<file path="config.mk">
export PLATFORM = sky130hd
export DESIGN_NAME = signed_binary_to_decimal_ascii_core
export DESIGN_NICKNAME = d
export VERILOG_FILES = /design/src/rtl/core/s2d_pkg.sv /design/src/rtl/core/s2d_bcd_cell.sv /design/src/rtl/core/s2d_digit_chain.sv /design/src/rtl/core/signed_binary_to_decimal_ascii_core.sv
export SDC_FILE = /design/constraint.sdc
export NUM_CORES = 1
export LEC_CHECK = 0
export BUFFER_PORTS_ARGS = -buffer_cell sky130_fd_sc_hd__buf_2
export CORE_MARGIN = 2
export CORE_UTILIZATION = 55
export CTS_BUF_LIST = sky130_fd_sc_hd__clkbuf_4 sky130_fd_sc_hd__clkbuf_8 sky130_fd_sc_hd__clkbuf_16
export CTS_CLUSTER_SIZE = 25
export DETAILED_ROUTE_END_ITERATION = 6
export PLACE_DENSITY = 0.81
export SLEW_MARGIN = 20
export SYNTH_ARGS = -nofsm -noshare
export SYNTH_HDL_FRONTEND = slang
export SYNTH_SLANG_ARGS = --single-unit
</file>
<file path="constraint.sdc">
create_clock -name clk -period 4.7 [get_ports clk]
set_clock_uncertainty 0.1 [all_clocks]
set_input_delay 0.47 -clock clk [delete_from_list [all_inputs] [get_ports clk]]
set_output_delay 0.47 -clock clk [all_outputs]
set_load 0.02 [all_outputs]
</file>
<file path="src/rtl/core/s2d_pkg.sv">
package s2d_pkg;

  localparam int VALUE_BITS_DEF = 32;
  localparam int BCD_W          = 4;
  localparam int CHAR_W         = 8;
  localparam int COUNT_W        = 4;

  localparam logic [CHAR_W-1:0] CHAR_ZERO  = 8'h30;
  localparam logic [CHAR_W-1:0] CHAR_MINUS = 8'h2d;
  localparam logic [CHAR_W-1:0] CHAR_NUL   = 8'h00;

  // per-cycle command shared by every digit cell
  typedef struct packed {
    logic clear;   // zero the digit
    logic dabble;  // add-3 adjust, then shift one binary bit in
    logic move;    // take the lower neighbor's whole digit
  } cell_ctrl_t;

endpackage

</file>
<file path="src/rtl/core/s2d_bcd_cell.sv">
module s2d_bcd_cell (
  input  logic                          clk,
  input  s2d_pkg::cell_ctrl_t           ctrl,
  input  logic                          bit_in,
  input  logic [s2d_pkg::BCD_W-1:0]     digit_in,
  output logic                          bit_out,
  output logic [s2d_pkg::BCD_W-1:0]     digit
);
  import s2d_pkg::*;

  logic [BCD_W-1:0] adj;

  // add 3 when the digit would reach ten after doubling
  assign adj     = (digit >= BCD_W'(5)) ? digit + BCD_W'(3) : digit;
  assign bit_out = adj[BCD_W-1];

  always_ff @(posedge clk) begin
    priority if (ctrl.clear) begin
      digit <= '0;
    end else if (ctrl.dabble) begin
      digit <= {adj[BCD_W-2:0], bit_in};
    end else if (ctrl.move) begin
      digit <= digit_in;
    end else begin
      digit <= digit;
    end
  end

endmodule

</file>
<file path="src/rtl/core/s2d_digit_chain.sv">
module s2d_digit_chain #(
  parameter int Digits = 10
) (
  input  logic                          clk,
  input  s2d_pkg::cell_ctrl_t           ctrl,
  input  logic                          bit_in,
  output logic [s2d_pkg::BCD_W-1:0]     top_digit
);
  import s2d_pkg::*;

  logic [BCD_W-1:0] dig   [Digits];
  logic             carry [Digits];

  for (genvar i = 0; i < Digits; i++) begin : g_cell
    logic             cin;
    logic [BCD_W-1:0] din;

    // lowest cell takes the magnitude bit and a zero digit
    if (i == 0) begin : g_low
      assign cin = bit_in;
      assign din = '0;
    end else begin : g_up
      assign cin = carry[i-1];
      assign din = dig[i-1];
    end

    s2d_bcd_cell u_cell (
      .clk      (clk),
      .ctrl     (ctrl),
      .bit_in   (cin),
      .digit_in (din),
      .bit_out  (carry[i]),
      .digit    (dig[i])
    );
  end

  assign top_digit = dig[Digits-1];

endmodule

</file>
<file path="src/rtl/core/signed_binary_to_decimal_ascii_core.sv">
// after an accept the magnitude is shifted into the digit chain (CONVERT) and leading zero
// digits are dropped (SKIP); then one item per cycle while the output is not stalled:
// optional '-', the digits, and a nul item marked last; the next value is taken once the
// nul item is in the output register
// reset (rst, synchronous) empties the output register and returns the sequencer to idle
module signed_binary_to_decimal_ascii_core #(
  parameter int VALUE_BITS = s2d_pkg::VALUE_BITS_DEF
) (
  input  logic        clk,
  input  logic        rst,
  // input stream
  input  logic        s_tvalid,
  output logic        s_tready,
  input  logic [31:0] s_tdata,   // [31:0] value (signed)
  // output stream
  output logic        m_tvalid,
  input  logic        m_tready,
  output logic [15:0] m_tdata,   // [7:0] character, [11:8] byte_count, [15:12] zero
  output logic        m_tlast
);
  import s2d_pkg::*;

  // enough bcd cells for the largest magnitude, 2**(VALUE_BITS-1)
  localparam int Digits = (VALUE_BITS * 3) / 10 + 1;
  localparam int BitCntW = $clog2(VALUE_BITS + 1);
  localparam int RemW    = $clog2(Digits + 1);

  typedef enum logic [2:0] {
    IDLE,
    CONVERT,  // double dabble, one magnitude bit per cycle
    SKIP,     // drop leading zero digits off the top of the chain
    SIGN,
    DIGITS,
    TERM
  } state_t;

  state_t               state;
  logic                 negative;
  logic [VALUE_BITS-1:0] mag;
  logic [BitCntW-1:0]   bit_cnt;
  logic [RemW-1:0]      rem;      // digits still in the chain
  logic [COUNT_W-1:0]   nbytes;   // items sent so far for this value

  logic signed [63:0]    ext;
  logic [VALUE_BITS-1:0] raw;
  logic                  in_neg;
  logic                  in_acc;
  logic                  out_free;
  logic                  out_load;
  logic                  skip_more;
  logic [BCD_W-1:0]      top_digit;
  cell_ctrl_t            ctrl;

  // only the low VALUE_BITS of the sign-extended value count
  assign ext    = 64'(signed'(s_tdata));
  assign raw    = ext[VALUE_BITS-1:0];
  assign in_neg = raw[VALUE_BITS-1];

  assign s_tready  = (state == IDLE);
  assign in_acc    = s_tvalid && s_tready;
  assign out_free  = !m_tvalid || m_tready;
  assign skip_more = (top_digit == '0) && (rem > RemW'(1));
  assign out_load  = out_free && ((state == SIGN) || (state == DIGITS) || (state == TERM));

  always_comb begin
    ctrl.clear  = in_acc;
    ctrl.dabble = (state == CONVERT);
    ctrl.move   = ((state == SKIP) && skip_more) || ((state == DIGITS) && out_free);
  end

  s2d_digit_chain #(
    .Digits (Digits)
  ) u_chain (
    .clk       (clk),
    .ctrl      (ctrl),
    .bit_in    (mag[VALUE_BITS-1]),
    .top_digit (top_digit)
  );

  always_ff @(posedge clk) begin
    if (rst) begin
      state    <= IDLE;
      m_tvalid <= 1'b0;
      m_tlast  <= 1'b0;
    end else begin
      // output register fills from the sequencer, drains when taken
      if (out_load) begin
        m_tvalid <= 1'b1;
      end else if (m_tready) begin
        m_tvalid <= 1'b0;
      end

      unique case (state)
        IDLE: begin
          if (in_acc) begin
            negative <= in_neg;
            // unsigned negate, so the most negative value keeps its digits
            mag      <= in_neg ? (~raw + VALUE_BITS'(1)) : raw;
            bit_cnt  <= BitCntW'(VALUE_BITS);
            nbytes   <= '0;
            state    <= CONVERT;
          end
        end
        CONVERT: begin
          mag     <= mag << 1;
          bit_cnt <= bit_cnt - BitCntW'(1);
          if (bit_cnt == BitCntW'(1)) begin
            rem   <= RemW'(Digits);
            state <= SKIP;
          end
        end
        SKIP: begin
          if (skip_more) begin
            rem <= rem - RemW'(1);
          end else begin
            state <= negative ? SIGN : DIGITS;
          end
        end
        SIGN: begin
          if (out_free) begin
            m_tlast  <= 1'b0;
            m_tdata  <= {4'h0, {COUNT_W{1'b0}}, CHAR_MINUS};
            nbytes   <= nbytes + COUNT_W'(1);
            state    <= DIGITS;
          end
        end
        DIGITS: begin
          if (out_free) begin
            m_tlast  <= 1'b0;
            m_tdata  <= {4'h0, {COUNT_W{1'b0}}, CHAR_ZERO + CHAR_W'(top_digit)};
            nbytes   <= nbytes + COUNT_W'(1);
            rem      <= rem - RemW'(1);
            if (rem == RemW'(1)) begin
              state <= TERM;
            end
          end
        end
        TERM: begin
          if (out_free) begin
            m_tlast  <= 1'b1;
            m_tdata  <= {4'h0, nbytes + COUNT_W'(1), CHAR_NUL};
            state    <= IDLE;
          end
        end
        default: begin
          state <= IDLE;
        end
      endcase
    end
  end

  // nothing is emitted while the conversion is still shifting
  a_no_out_in_convert: assert property (@(posedge clk) disable iff (rst)
    (state == CONVERT) |-> !out_load)
    else $error("output loaded during conversion");

  // a digit leaving the chain is a valid bcd digit
  a_digit_bcd: assert property (@(posedge clk) disable iff (rst)
    ((state == DIGITS) && out_free) |-> (top_digit <= BCD_W'(9)))
    else $error("non-decimal digit emitted");

  // the chain never runs dry while digits are pending
  a_rem_nonzero: assert property (@(posedge clk) disable iff (rst)
    ((state == SKIP) || (state == DIGITS)) |-> (rem != '0))
    else $error("digit count underflow");

  // the terminator is a nul with at least one char before it
  a_term_item: assert property (@(posedge clk) disable iff (rst)
    (m_tvalid && m_tlast) |-> ((m_tdata[7:0] == CHAR_NUL) && (m_tdata[11:8] != 4'd1)))
    else $error("bad terminator item");

  // an accepted value always starts a conversion
  a_accept_idle: assert property (@(posedge clk) disable iff (rst)
    in_acc |=> (state == CONVERT))
    else $error("accept did not start a conversion");

endmodule
</file>
==> results of run 1 <==
per-stage QoR:
step,hold slack (ns),instances,total power (uW),utilization (%)
6_report,0.359,865,3610,61.6
5_1_grt,0.353,865,3900,61.6
4_1_cts,0.347,864,3600,61.3
3_5_place_dp,0.402,848,2980,59.2
3_3_place_gp,0.385,848,2890,59.2
2_1_floorplan,0.372,698,2650,-
cell families (layout without fill, tap and decap cells):
family	Yosys count	after routing	share of synthesized area (%)
adders and majority gates	26	26	5.27
other	1	6	0.0607
DFF	102	102	42.3
AOI/OAI and AO/OA	216	216	20.8
and+or+nand+nor	210	210	17.2
muxes	12	12	2.03
buffers and inverters	79	106	5.69
xor gates and xnor gates	47	47	6.67
worst reg2reg max path: stages (launching register included):
cell,delay (ns)
dfxtp_1,0.59
or3b_2,0.25
buf_4,0.52
a31oi_1,0.09
a2111oi_1,0.78
cell usage in the layout (no fill, tap or decap), drive strengths merged, types with 5 or more instances in the layout:
cell type | synthesis | layout
buf | 30 | 54
o32ai | 5 | 5
and3 | 5 | 5
nand2b | 12 | 12
and3b | 5 | 5
dfxtp | 45 | 45
o21a | 5 | 5
a211oi | 8 | 8
clkbuf | 13 | 11
nand3 | 14 | 14
xnor2 | 17 | 17
xor2 | 30 | 30
a31oi | 7 | 7
edfxtp | 57 | 57
nor2 | 42 | 42
o21ai | 81 | 81
conb | 1 | 6
o41ai | 6 | 6
nor3 | 20 | 20
nand2 | 77 | 77
inv | 36 | 36
a21oi | 74 | 74
mux2i | 8 | 8
o31ai | 14 | 14
ha | 26 | 26
nor4 | 7 | 7
nor2b | 7 | 7
sequential cells by signal (all words and copies together) (netlist names):
signal / cells
u_chain.g_cell.u_cell.digit: 40
mag: 32
m_tdata: 10
bit_cnt: 6
nbytes: 4
rem: 4
state: 3
m_tlast: 1
m_tvalid: 1
negative: 1
area by class of cell:
class	count	share of cell area [%]
clock buffer	11	2.07
clock inverter	5	1.27
inverter	36	2.02
multi-input combinational	517	48.5
sequential	102	39.0
tap	140	2.61
timing repair buffer	54	4.55
power breakdown:
part	switching (uW)	total [uW]	internal (uW)
Combinational	957	1530	573
Clock	298	612	314
Sequential	220	1460	1240
Total	1480	3610	2130
path summary, 6_finish.rpt:
kind / end / slack [ns]
max: rem[3] / 2.00
min: m_tlast / 0.36
max reg2reg: rem[3] / 2.00
min reg2reg: u_chain.g_cell[0].u_cell.digit[0] / 0.41
metal layers:
layer / vias up / wire length [um]
met5: - / 0
met3: 11 / 477
met4: 0 / 119
met2: 103 / 6100
met1: 2353 / 5660
li1: 2517 / -
==> run_summary.xml, run 1 <==
<?xml version="1.0" encoding="UTF-8"?>
<metrics>
  <group name="outcome">
    <metric name="status" unit="">completed</metric>
  </group>
  <group name="pwr">
    <metric name="power.density" unit="mW/mm^2">538</metric>
    <metric name="worst_ir_drop_vdd" unit="mV">0.351</metric>
    <metric name="p_leak" unit="uW">0.00244</metric>
  </group>
  <group name="timing">
    <metric name="finalWorstPathRequiredPeriod" unit="ns">2.70</metric>
    <metric name="rel_slew_slack" unit="%">42.0</metric>
    <metric name="tightest_slew" unit="ns">0.868</metric>
    <metric name="slew_violations" unit="">0</metric>
    <metric name="setup_total_negative_slack" unit="ns">0</metric>
    <metric name="clock.fmax" unit="MHz">371</metric>
    <metric name="grt_setup_unrepaired" unit="">false</metric>
    <metric name="timing.final.hold_violations" unit="">0</metric>
    <metric name="postLayoutSetupSlackWorst" unit="ns">2.00</metric>
    <metric name="finalSetupViolCount" unit="">0</metric>
    <metric name="final_cycle_share" unit="%">57.3</metric>
  </group>
  <group name="min_path">
    <metric name="whs_path_depth" unit="">2</metric>
    <metric name="worst_hold_startpoint" unit="">rst</metric>
    <metric name="min_path_type" unit="">in -&gt; reg</metric>
  </group>
  <group name="logic_synthesis">
    <metric name="post-synth-top-area-fraction" unit="%">27.7</metric>
    <metric name="ys.flop_type" unit="">edfxtp_1</metric>
    <metric name="synth.avg_cell_area" unit="um^2">8.91</metric>
    <metric name="ys_seq_elements" unit="">102</metric>
    <metric name="netlist-cell-type-count" unit="">60</metric>
    <metric name="top_area_cells_in_the_synthesized_netlist" unit="">edfxtp_1, dfxtp_1, o21ai_0, a21oi_1, ha_1</metric>
    <metric name="synth_area" unit="mm^2">0.00618</metric>
    <metric name="seq_area_frac_synth" unit="%">42.3</metric>
    <metric name="syn_inst" unit="">693</metric>
    <metric name="post-synth-top-area-cell" unit="">edfxtp_1</metric>
    <metric name="synthArstFlopShare" unit="%">0</metric>
    <metric name="synth-edff-count" unit="">57</metric>
    <metric name="synth-warning-count" unit="">0</metric>
    <metric name="yosys-top-cells-count" unit="">nand2_1, o21ai_0, a21oi_1</metric>
  </group>
  <group name="final_layout">
    <metric name="final_non_filler_cell_area" unit="mm^2">0.00670</metric>
    <metric name="multi_input_area" unit="mm^2">0.00325</metric>
    <metric name="antenna-diode-count" unit="">0</metric>
    <metric name="seqCellArea" unit="mm^2">0.00261</metric>
    <metric name="final_layout_size_suffix_gt1_share" unit="%">12.4</metric>
    <metric name="fill_cells" unit="">907</metric>
    <metric name="syn2layout_area_growth" unit="%">8.55</metric>
    <metric name="final_net_count" unit="">782</metric>
  </group>
  <group name="worst_setup_path">
    <metric name="timing.rr.start" unit="">state[2]</metric>
    <metric name="worst-path-buf-inv" unit="">1</metric>
    <metric name="cp_data_required_time" unit="ns">4.59</metric>
    <metric name="critical-path-max-stage-delay" unit="ns">0.78</metric>
    <metric name="cpMaxStageDelayCell" unit="">a2111oi_1</metric>
    <metric name="worstSetupEndpointType" unit="">flip-flop</metric>
    <metric name="critical_path_arrival" unit="ns">2.59</metric>
    <metric name="setup.worst_path.start" unit="">state[2]</metric>
    <metric name="cpLargestDelayFamily" unit="">compound AO/OA/AOI/OAI gates</metric>
    <metric name="critical_path_start_type" unit="">flip-flop</metric>
    <metric name="crit_fanout" unit="">65</metric>
    <metric name="reg2reg_depth" unit="">4</metric>
    <metric name="crit_path_cell_trace" unit="">or3b_2 -&gt; buf_4 -&gt; a31oi_1 -&gt; a2111oi_1</metric>
    <metric name="timing.critical_path.depth" unit="">4</metric>
    <metric name="worst-setup-path-type" unit="">reg -&gt; reg</metric>
  </group>
  <group name="placement">
    <metric name="numPortBuffers" unit="">48</metric>
    <metric name="post_dp_cell_area" unit="mm^2">0.00645</metric>
    <metric name="place_congestion" unit="">0.852</metric>
    <metric name="place.detailed.hpwl" unit="mm">8.35</metric>
    <metric name="dp_slack" unit="ns">1.84</metric>
  </group>
  <group name="global_routing">
    <metric name="pin_count_of_the_biggest_net_entering_global_routing" unit="">95</metric>
    <metric name="globalRouteMet3Util" unit="%">4.09</metric>
    <metric name="grt-busiest-layer" unit="">met2</metric>
    <metric name="globalRouteMet2Util" unit="%">38.2</metric>
    <metric name="grt_pass1_wl" unit="mm">20.9</metric>
    <metric name="grt.overflow.total" unit="">0</metric>
    <metric name="antenna_found_initial" unit="">0</metric>
    <metric name="grt.met1_usage" unit="%">26.3</metric>
    <metric name="gr-usage-all-layers" unit="%">21.5</metric>
    <metric name="vias_in_the_first_global_route" unit="">4759</metric>
  </group>
  <group name="drt">
    <metric name="num_vias" unit="">4984</metric>
    <metric name="dr.pass1.iters" unit="">5</metric>
    <metric name="drt.antenna.violating_nets" unit="">0</metric>
    <metric name="detailedRoute.firstIterationViolations" unit="">296</metric>
    <metric name="detail_route.wirelength" unit="mm">12.4</metric>
    <metric name="drc" unit="">0</metric>
    <metric name="vias_per_std_cell" unit="">5.76</metric>
    <metric name="route.detailed.wl_per_inst" unit="um">14.3</metric>
  </group>
  <group name="clocking">
    <metric name="clockRootBuffer" unit="">clkbuf_8</metric>
    <metric name="tritoncts_num_sinks" unit="">102</metric>
    <metric name="cts_bufs_inserted" unit="">9</metric>
    <metric name="clock_tree.buffer_depth" unit="">2</metric>
    <metric name="tritoncts" unit="">done</metric>
    <metric name="h-tree-depth" unit="">3</metric>
    <metric name="cts_post_setup_buffers_inserted" unit="">0</metric>
    <metric name="ctsHoldBuffers" unit="">0</metric>
    <metric name="postCtsResizedCells" unit="">0</metric>
    <metric name="clk_transition_reported_paths" unit="ns">0.09</metric>
    <metric name="worstSkewPairLatency" unit="ns">0.37</metric>
  </group>
  <group name="die">
    <metric name="design.core.area" unit="mm^2">0.0109</metric>
    <metric name="die_y" unit="um">110</metric>
    <metric name="placement_rows" unit="">38</metric>
    <metric name="ios" unit="">55</metric>
    <metric name="floorplan.die_area" unit="mm^2">0.0121</metric>
    <metric name="die_x" unit="um">110</metric>
    <metric name="initial_utilization" unit="%">56.7</metric>
  </group>
  <group name="flow_run">
    <metric name="maxCapViolCount" unit="">0</metric>
  </group>
</metrics>
(Power assumes the default switching activity.)
==> run 2, diff against run 1 <==
--- a/config.mk
+++ b/config.mk
@@ -5,13 +5,14 @@
 export SDC_FILE = /design/constraint.sdc
 export NUM_CORES = 1
 export LEC_CHECK = 0
+export ABC_AREA = 1
 export BUFFER_PORTS_ARGS = -buffer_cell sky130_fd_sc_hd__buf_2
 export CORE_MARGIN = 2
 export CORE_UTILIZATION = 55
 export CTS_BUF_LIST = sky130_fd_sc_hd__clkbuf_4 sky130_fd_sc_hd__clkbuf_8 sky130_fd_sc_hd__clkbuf_16
 export CTS_CLUSTER_SIZE = 25
 export DETAILED_ROUTE_END_ITERATION = 6
-export PLACE_DENSITY = 0.81
+export PLACE_DENSITY = 0.8
 export SLEW_MARGIN = 20
 export SYNTH_ARGS = -nofsm -noshare
 export SYNTH_HDL_FRONTEND = slang
==> constraint.sdc (replaced) <==
create_clock -name clk -period 2.6 [get_ports clk]
set_clock_uncertainty 0.1 [all_clocks]
set_input_delay 0.26 -clock clk [delete_from_list [all_inputs] [get_ports clk]]
set_output_delay 0.26 -clock clk [all_outputs]
set_load 0.02 [all_outputs]
==> run 2 against run 1 <==
Against the previous run:
- clock-buffer cell count is 1 higher
- flip-flop and latch count stayed put
- clock power is 120% higher
- die area is 3.7% higher
- sequential power is 92% higher
- power is 120% higher
==> run_summary.xml, run 2 <==
<?xml version="1.0" encoding="UTF-8"?>
<metrics>
  <group name="drt">
    <metric name="drt.antenna.violating_nets" unit="">0</metric>
    <metric name="vias_per_std_cell" unit="">5.39</metric>
    <metric name="drc" unit="">0</metric>
    <metric name="route.detailed.wl_per_inst" unit="um">12.7</metric>
    <metric name="detail_route.wirelength" unit="mm">13.3</metric>
    <metric name="detailedRoute.firstIterationViolations" unit="">395</metric>
    <metric name="dr.pass1.iters" unit="">5</metric>
    <metric name="num_vias" unit="">5636</metric>
  </group>
  <group name="worst_setup_path">
    <metric name="critical_path_arrival" unit="ns">2.16</metric>
    <metric name="reg2reg_depth" unit="">9</metric>
    <metric name="cpLargestDelayFamily" unit="">compound AO/OA/AOI/OAI gates</metric>
    <metric name="setup.reg_to_reg.worst_slack" unit="ns">0.57</metric>
    <metric name="cpMaxStageDelayCell" unit="">edfxtp_1</metric>
    <metric name="crit_path_cell_trace" unit="">inv_1 -&gt; ha_1 -&gt; o21ai_0 -&gt; nand3_2 -&gt; nand2_4 -&gt; buf_4 -&gt; o21ai_1 -&gt; a21oi_1 -&gt; nor2_1</metric>
    <metric name="cp_data_required_time" unit="ns">2.74</metric>
    <metric name="timing.critical_path.depth" unit="">9</metric>
    <metric name="setup.worst_path.start" unit="">rem[0]</metric>
    <metric name="critical_path_start_type" unit="">flip-flop</metric>
    <metric name="worst-setup-path-type" unit="">reg -&gt; reg</metric>
    <metric name="crit_end" unit="">u_chain.g_cell[4].u_cell.digit[0]</metric>
    <metric name="timing.rr.start" unit="">rem[0]</metric>
    <metric name="worst-path-buf-inv" unit="">2</metric>
    <metric name="worstSetupEndpointType" unit="">flip-flop</metric>
    <metric name="critical-path-max-stage-delay" unit="ns">0.37</metric>
    <metric name="worstReg2RegEnd" unit="">u_chain.g_cell[4].u_cell.digit[0]</metric>
    <metric name="crit_fanout" unit="">37</metric>
  </group>
  <group name="die">
    <metric name="design.core.area" unit="mm^2">0.0114</metric>
    <metric name="initial_utilization" unit="%">56.2</metric>
    <metric name="die_x" unit="um">112</metric>
    <metric name="floorplan.die_area" unit="mm^2">0.0125</metric>
    <metric name="placement_rows" unit="">39</metric>
    <metric name="ios" unit="">55</metric>
    <metric name="die_y" unit="um">112</metric>
  </group>
  <group name="clocking">
    <metric name="tritoncts" unit="">done</metric>
    <metric name="worstSkewPairLatency" unit="ns">0.35</metric>
    <metric name="clk_transition_reported_paths" unit="ns">0.07</metric>
    <metric name="postCtsResizedCells" unit="">0</metric>
    <metric name="clockRootBuffer" unit="">clkbuf_16</metric>
    <metric name="clock_tree.buffer_depth" unit="">2</metric>
    <metric name="cts_post_setup_buffers_inserted" unit="">0</metric>
    <metric name="ctsHoldBuffers" unit="">0</metric>
    <metric name="cts_bufs_inserted" unit="">9</metric>
    <metric name="h-tree-depth" unit="">3</metric>
    <metric name="tritoncts_num_sinks" unit="">102</metric>
  </group>
  <group name="final_layout">
    <metric name="final_net_count" unit="">960</metric>
    <metric name="register_ranked_first_by_flip_flop_count" unit="">u_chain.g_cell.u_cell.digit</metric>
    <metric name="multi_input_area" unit="mm^2">0.00325</metric>
    <metric name="most_frequent_standard_cell_in_the_layout_excluding_fill_and_tap_cells" unit="">nand2_1</metric>
    <metric name="syn2layout_area_growth" unit="%">9.64</metric>
    <metric name="seqCellArea" unit="mm^2">0.00261</metric>
    <metric name="max_ffs_per_register" unit="">40</metric>
    <metric name="layout_common_cells" unit="">nand2_1, nor2_1, o21ai_0</metric>
    <metric name="layout.cells.non_filler" unit="">1046</metric>
    <metric name="reg.largest.list" unit="">u_chain.g_cell.u_cell.digit: 40 flops, mag: 32 flops, m_tdata: 10 flops</metric>
    <metric name="final_layout_size_suffix_gt1_share" unit="%">11.7</metric>
    <metric name="antenna-diode-count" unit="">0</metric>
    <metric name="fill_cells" unit="">1045</metric>
  </group>
  <group name="placement">
    <metric name="dp_slack" unit="ns">0.594</metric>
    <metric name="place_congestion" unit="">0.908</metric>
    <metric name="place_inst" unit="">1030</metric>
    <metric name="numPortBuffers" unit="">48</metric>
    <metric name="place.detailed.hpwl" unit="mm">9.44</metric>
  </group>
  <group name="logic_synthesis">
    <metric name="yosys-top-cells-count" unit="">nand2_1, nor2_1, o21ai_0</metric>
    <metric name="seq_area_frac_synth" unit="%">40.7</metric>
    <metric name="syn_inst" unit="">861</metric>
    <metric name="synth_area" unit="mm^2">0.00641</metric>
    <metric name="post-synth-top-area-fraction" unit="%">26.7</metric>
    <metric name="synth-edff-count" unit="">57</metric>
    <metric name="synth.most_common_cell" unit="">nand2_1</metric>
    <metric name="synth.avg_cell_area" unit="um^2">7.45</metric>
    <metric name="ys.flop_type" unit="">edfxtp_1</metric>
    <metric name="netlist-cell-type-count" unit="">41</metric>
    <metric name="top_area_cells_in_the_synthesized_netlist" unit="">edfxtp_1, dfxtp_1, nand2_1, o21ai_0, nor2_1</metric>
    <metric name="synthArstFlopShare" unit="%">0</metric>
    <metric name="synth-warning-count" unit="">0</metric>
    <metric name="ys_seq_elements" unit="">102</metric>
    <metric name="post-synth-top-area-cell" unit="">edfxtp_1</metric>
  </group>
  <group name="global_routing">
    <metric name="vias_in_the_first_global_route" unit="">5216</metric>
    <metric name="pin_count_of_the_biggest_net_entering_global_routing" unit="">63</metric>
    <metric name="grt_pass1_wl" unit="mm">23.0</metric>
    <metric name="antenna_found_initial" unit="">0</metric>
    <metric name="grt.overflow.total" unit="">0</metric>
    <metric name="gr-usage-all-layers" unit="%">22.0</metric>
  </group>
  <group name="timing">
    <metric name="slew_violations" unit="">0</metric>
    <metric name="clock.fmax" unit="MHz">493</metric>
    <metric name="final_cycle_share" unit="%">78.0</metric>
    <metric name="tightest_slew" unit="ns">0.644</metric>
    <metric name="finalWorstPathRequiredPeriod" unit="ns">2.03</metric>
    <metric name="setup_total_negative_slack" unit="ns">0</metric>
    <metric name="timing.final.hold_violations" unit="">0</metric>
    <metric name="grt_setup_unrepaired" unit="">false</metric>
    <metric name="rel_slew_slack" unit="%">57.0</metric>
    <metric name="postLayoutSetupSlackWorst" unit="ns">0.573</metric>
    <metric name="finalSetupViolCount" unit="">0</metric>
  </group>
  <group name="pwr">
    <metric name="worst_ir_drop_vdd" unit="mV">0.483</metric>
    <metric name="power.density" unit="mW/mm^2">1110</metric>
    <metric name="p_leak" unit="uW">0.00300</metric>
  </group>
  <group name="outcome">
    <metric name="status" unit="">completed</metric>
  </group>
  <group name="min_path">
    <metric name="min_path_type" unit="">in -&gt; reg</metric>
    <metric name="worst_hold_startpoint" unit="">rst</metric>
  </group>
  <group name="flow_run">
    <metric name="maxCapViolCount" unit="">0</metric>
  </group>
</metrics>
[run 2: cell type report]
cell class / count / area share [%]
multi-input cells: 634 / 46.2
flip-flops and latches: 102 / 37.2
inverters: 94 / 5.02
repair buffers: 57 / 4.91
clock buffers: 12 / 3.52
well taps: 143 / 2.54
clock inverters: 4 / 0.676
[run 2: worst register-to-register path, stage by stage (launching register included)]
cell and delay, ns:
edfxtp_1 0.37, inv_1 0.07, ha_1 0.22, o21ai_0 0.20, nand3_2 0.15, nand2_4 0.11
buf_4 0.35, o21ai_1 0.12, a21oi_1 0.16, nor2_1 0.06
[run 2: kinds of logic (layout without fill, tap and decap cells)]
group,after synthesis,count (layout),share of synthesized area [%]
xor gates and xnor gates,23,23,3.14
buffers and inverters,130,167,9.11
AOI/OAI and AO/OA,212,212,17.9
adders and majority gates,26,26,5.07
and+or+nand+nor,367,367,24.0
other,1,6,0.0585
DFF,102,102,40.7
[run 2: stage by stage]
stage               util (%)  power, uW  hold slack (ns)  instance area (um^2)
floorplan                  -       5790            0.229                  6440
global placement        59.0       6380            0.373                  6740
detailed placement      59.0       6470            0.379                  6740
CTS                     61.6       7850           0.0791                  7030
global route            61.6       8550           0.0862                  7030
finish                  61.6       7820           0.0798                  7030
[run 2: how the worst min path moves through the flow]
| stage | cells past startpoint | endpoint | slack (ns) |
|---|---|---|---|
| finish | 2 | state[1] | 0.08 |
| CTS | 2 | state[1] | 0.08 |
| global route | 2 | state[1] | 0.09 |
| global placement | 2 | m_tlast | 0.37 |
| detailed placement | 2 | m_tlast | 0.38 |
| floorplan | 1 | state[1] | 0.23 |
[run 2: power by group]
part / internal, uW / total (uW) / leakage (uW) / switching (uW)
Sequential: 2410 / 2800 / 0.000900 / 390
Clock: 776 / 1360 / 0.000147 / 583
Combinational: 1280 / 3660 / 0.00195 / 2380
Total: 4470 / 7820 / 0.00300 / 3350
[run 2: per-layer routing]
metal	GRT usage, %	share of wire (%)
met1	28.6	47
met4	8.94	2.0
met3	3.16	4.8
met2	37.0	47
met5	0	0
==> run 3, diff against run 2 <==
--- a/config.mk
+++ b/config.mk
@@ -5,14 +5,14 @@
 export SDC_FILE = /design/constraint.sdc
 export NUM_CORES = 1
 export LEC_CHECK = 0
-export ABC_AREA = 1
+export ABC_AREA = 0
 export BUFFER_PORTS_ARGS = -buffer_cell sky130_fd_sc_hd__buf_2
 export CORE_MARGIN = 2
 export CORE_UTILIZATION = 55
 export CTS_BUF_LIST = sky130_fd_sc_hd__clkbuf_4 sky130_fd_sc_hd__clkbuf_8 sky130_fd_sc_hd__clkbuf_16
 export CTS_CLUSTER_SIZE = 25
 export DETAILED_ROUTE_END_ITERATION = 6
-export PLACE_DENSITY = 0.8
+export PLACE_DENSITY = 0.81
 export SLEW_MARGIN = 20
 export SYNTH_ARGS = -nofsm -noshare
 export SYNTH_HDL_FRONTEND = slang
==> constraint.sdc (replaced) <==
create_clock -name clk -period 2.1 [get_ports clk]
set_clock_uncertainty 0.1 [all_clocks]
set_input_delay 0.21 -clock clk [delete_from_list [all_inputs] [get_ports clk]]
set_output_delay 0.21 -clock clk [all_outputs]
set_load 0.02 [all_outputs]
==> run 3 against run 2 <==
Against the previous run:
- routed wire length is 6.0% higher
- highest routed layer unchanged
- via count is 6.0% lower
- register-to-register slack worse by 0.54 ns
- sequential power is 18% higher
- final cell count is 15% lower
- global-route usage is 0.35 points higher
- combinational power is 16% higher
- power is 14% higher
- clock-buffer cell count is 1 lower
- critical path depth is 5 lower
- critical path type unchanged
- worst hold slack worse by 0.0056 ns
- final area is 0.66% higher
==> run_summary.xml, run 3 (same netlist as run 1, synthesis figures left out) <==
<?xml version="1.0" encoding="UTF-8"?>
<metrics>
  <group name="clocking">
    <metric name="worstSkewPairLatency" unit="ns">0.39</metric>
    <metric name="tritoncts_num_sinks" unit="">102</metric>
    <metric name="tritoncts" unit="">done</metric>
    <metric name="h-tree-depth" unit="">3</metric>
    <metric name="clock_tree.buffer_depth" unit="">2</metric>
    <metric name="clk_transition_reported_paths" unit="ns">0.10</metric>
    <metric name="ctsHoldBuffers" unit="">0</metric>
    <metric name="cts_bufs_inserted" unit="">9</metric>
    <metric name="clockRootBuffer" unit="">clkbuf_8</metric>
  </group>
  <group name="placement">
    <metric name="place_congestion" unit="">0.819</metric>
    <metric name="place.detailed.hpwl" unit="mm">8.80</metric>
    <metric name="numPortBuffers" unit="">48</metric>
  </group>
  <group name="die">
    <metric name="floorplan.die_area" unit="mm^2">0.0121</metric>
    <metric name="die_y" unit="um">110</metric>
    <metric name="ios" unit="">55</metric>
    <metric name="design.core.area" unit="mm^2">0.0109</metric>
    <metric name="placement_rows" unit="">38</metric>
    <metric name="die_x" unit="um">110</metric>
    <metric name="initial_utilization" unit="%">56.7</metric>
  </group>
  <group name="drt">
    <metric name="drc" unit="">0</metric>
    <metric name="detailedRoute.firstIterationViolations" unit="">514</metric>
    <metric name="vias_per_std_cell" unit="">5.95</metric>
    <metric name="dr.pass1.iters" unit="">5</metric>
    <metric name="drt.antenna.violating_nets" unit="">0</metric>
    <metric name="detail_route.wirelength" unit="mm">14.1</metric>
    <metric name="route.detailed.wl_per_inst" unit="um">15.8</metric>
    <metric name="num_vias" unit="">5299</metric>
  </group>
  <group name="flow_run">
    <metric name="maxCapViolCount" unit="">0</metric>
  </group>
  <group name="worst_setup_path">
    <metric name="cpMaxStageDelayCell" unit="">dfxtp_1</metric>
    <metric name="worst-setup-path-type" unit="">reg -&gt; reg</metric>
    <metric name="cp_data_required_time" unit="ns">2.04</metric>
    <metric name="critical-path-max-stage-delay" unit="ns">0.56</metric>
    <metric name="worstSetupEndpointType" unit="">flip-flop</metric>
    <metric name="critical_path_start_type" unit="">flip-flop</metric>
    <metric name="crit_path_cell_trace" unit="">nor2b_1 -&gt; a21oi_1 -&gt; o21a_4 -&gt; a2111oi_4</metric>
    <metric name="critical_path_arrival" unit="ns">2.01</metric>
    <metric name="crit_fanout" unit="">9</metric>
  </group>
  <group name="pwr">
    <metric name="p_leak" unit="uW">0.00262</metric>
    <metric name="power" unit="uW">8930</metric>
    <metric name="power.density" unit="mW/mm^2">1260</metric>
    <metric name="worst_ir_drop_vdd" unit="mV">0.574</metric>
  </group>
  <group name="timing">
    <metric name="clock.fmax" unit="MHz">484</metric>
    <metric name="grt_setup_unrepaired" unit="">true</metric>
    <metric name="tightest_slew" unit="ns">0.558</metric>
    <metric name="slew_violations" unit="">0</metric>
    <metric name="timing.final.hold_violations" unit="">0</metric>
    <metric name="rel_slew_slack" unit="%">62.8</metric>
    <metric name="final_cycle_share" unit="%">98.4</metric>
    <metric name="finalSetupViolCount" unit="">0</metric>
    <metric name="finalWorstPathRequiredPeriod" unit="ns">2.07</metric>
  </group>
  <group name="final_layout">
    <metric name="fill_cells" unit="">850</metric>
    <metric name="layout_common_cells" unit="">nand2_1, o21ai_0, a21oi_1</metric>
    <metric name="most_frequent_standard_cell_in_the_layout_excluding_fill_and_tap_cells" unit="">nand2_1</metric>
    <metric name="reg.largest.list" unit="">u_chain.g_cell.u_cell.digit: 40 flops, mag: 32 flops, m_tdata: 10 flops</metric>
    <metric name="max_ffs_per_register" unit="">40</metric>
    <metric name="layout.core_utilization" unit="%">65.0</metric>
    <metric name="multi_input_area" unit="mm^2">0.00335</metric>
    <metric name="final_layout_size_suffix_gt1_share" unit="%">16.9</metric>
    <metric name="register_ranked_first_by_flip_flop_count" unit="">u_chain.g_cell.u_cell.digit</metric>
    <metric name="seqCellArea" unit="mm^2">0.00262</metric>
    <metric name="syn2layout_area_growth" unit="%">14.6</metric>
    <metric name="antenna-diode-count" unit="">0</metric>
    <metric name="final_net_count" unit="">807</metric>
  </group>
  <group name="global_routing">
    <metric name="grt_pass1_wl" unit="mm">21.6</metric>
    <metric name="antenna_found_initial" unit="">0</metric>
    <metric name="pin_count_of_the_biggest_net_entering_global_routing" unit="">53</metric>
    <metric name="grt.overflow.total" unit="">0</metric>
    <metric name="gr-usage-all-layers" unit="%">22.3</metric>
    <metric name="vias_in_the_first_global_route" unit="">4978</metric>
  </group>
  <group name="min_path">
    <metric name="min_path_type" unit="">in -&gt; reg</metric>
  </group>
  <group name="outcome">
    <metric name="status" unit="">completed</metric>
  </group>
</metrics>
## run 3: cell count changes in the layout (fill, tap and decap cells not counted), sizes merged, moves of 12 or more
cell / change
o21ai: -63
nor2: -87
xor2: +14
a21oi: +23
nor3: +16
nand2: -91
nand3: -36
inv: -55
o31ai: +13
nand2b: +12
buf: +18
## run 3: path summary, 6_finish.rpt
path / start / to / slack, ns / depth (start not counted)
worst max-delay path: state[2] / rem[3] / 0.03 / 4
worst min-delay path: rst / m_tlast / 0.07 / 2
worst max register to register: state[2] / rem[3] / 0.03 / 4
worst min register to register: m_tlast / m_tlast / 0.40 / 2
## run 3: repair_timing
item	4_1_cts	5_1_grt
cloned	0	5
endpoints found under the setup margin	9	69
buffers inserted	0	1
resized for setup	1	23
pin swaps	1	2
## run 3: final cells by class
class,count,share of cell area (%)
clock buffer,11,1.96
tap,140,2.48
timing repair buffer,78,8.17
clock inverter,5,1.15
multi-input combinational,518,47.4
sequential,102,37.0
inverter,36,1.91
## run 3: metal layers
layer  up-vias  GRT usage [%]  routed length, um
met5         -              0                  0
met4         0           10.2                330
met3        32           4.21                579
met2       153           38.3               7040
met1      2541           27.1               6110
li1       2573              -                  -
## run 3: metrics by stage
stage	setup slack (ns)	hold WS (ns)	TNS [ns]	instances	instance area, um^2
finish	0.0334	0.0742	0	890	7080
global route	-0.0431	0.0805	-0.151	890	7080
CTS	0.0265	0.0547	0	884	6910
detailed placement	-0.0392	0.377	-0.207	868	6690
global placement	0.0587	0.363	0	868	6690
floorplan	-0.193	0.209	-7.35	698	6270
## run 3: critical path, delay by kind of cell (launching register included)
kind | cells | cell delay, ns
AOI/OAI and AO/OA | 3 | 0.84
and+or+nand+nor | 1 | 0.22
DFF | 1 | 0.56
## run 3: power breakdown
| group | switching, uW | leakage (uW) | total, uW | internal (uW) |
|---|---|---|---|---|
| clock network | 681 | 0.000113 | 1380 | 703 |
| registers | 506 | 0.000896 | 3290 | 2780 |
| logic | 2480 | 0.00161 | 4260 | 1780 |
| total | 3660 | 0.00262 | 8930 | 5270 |
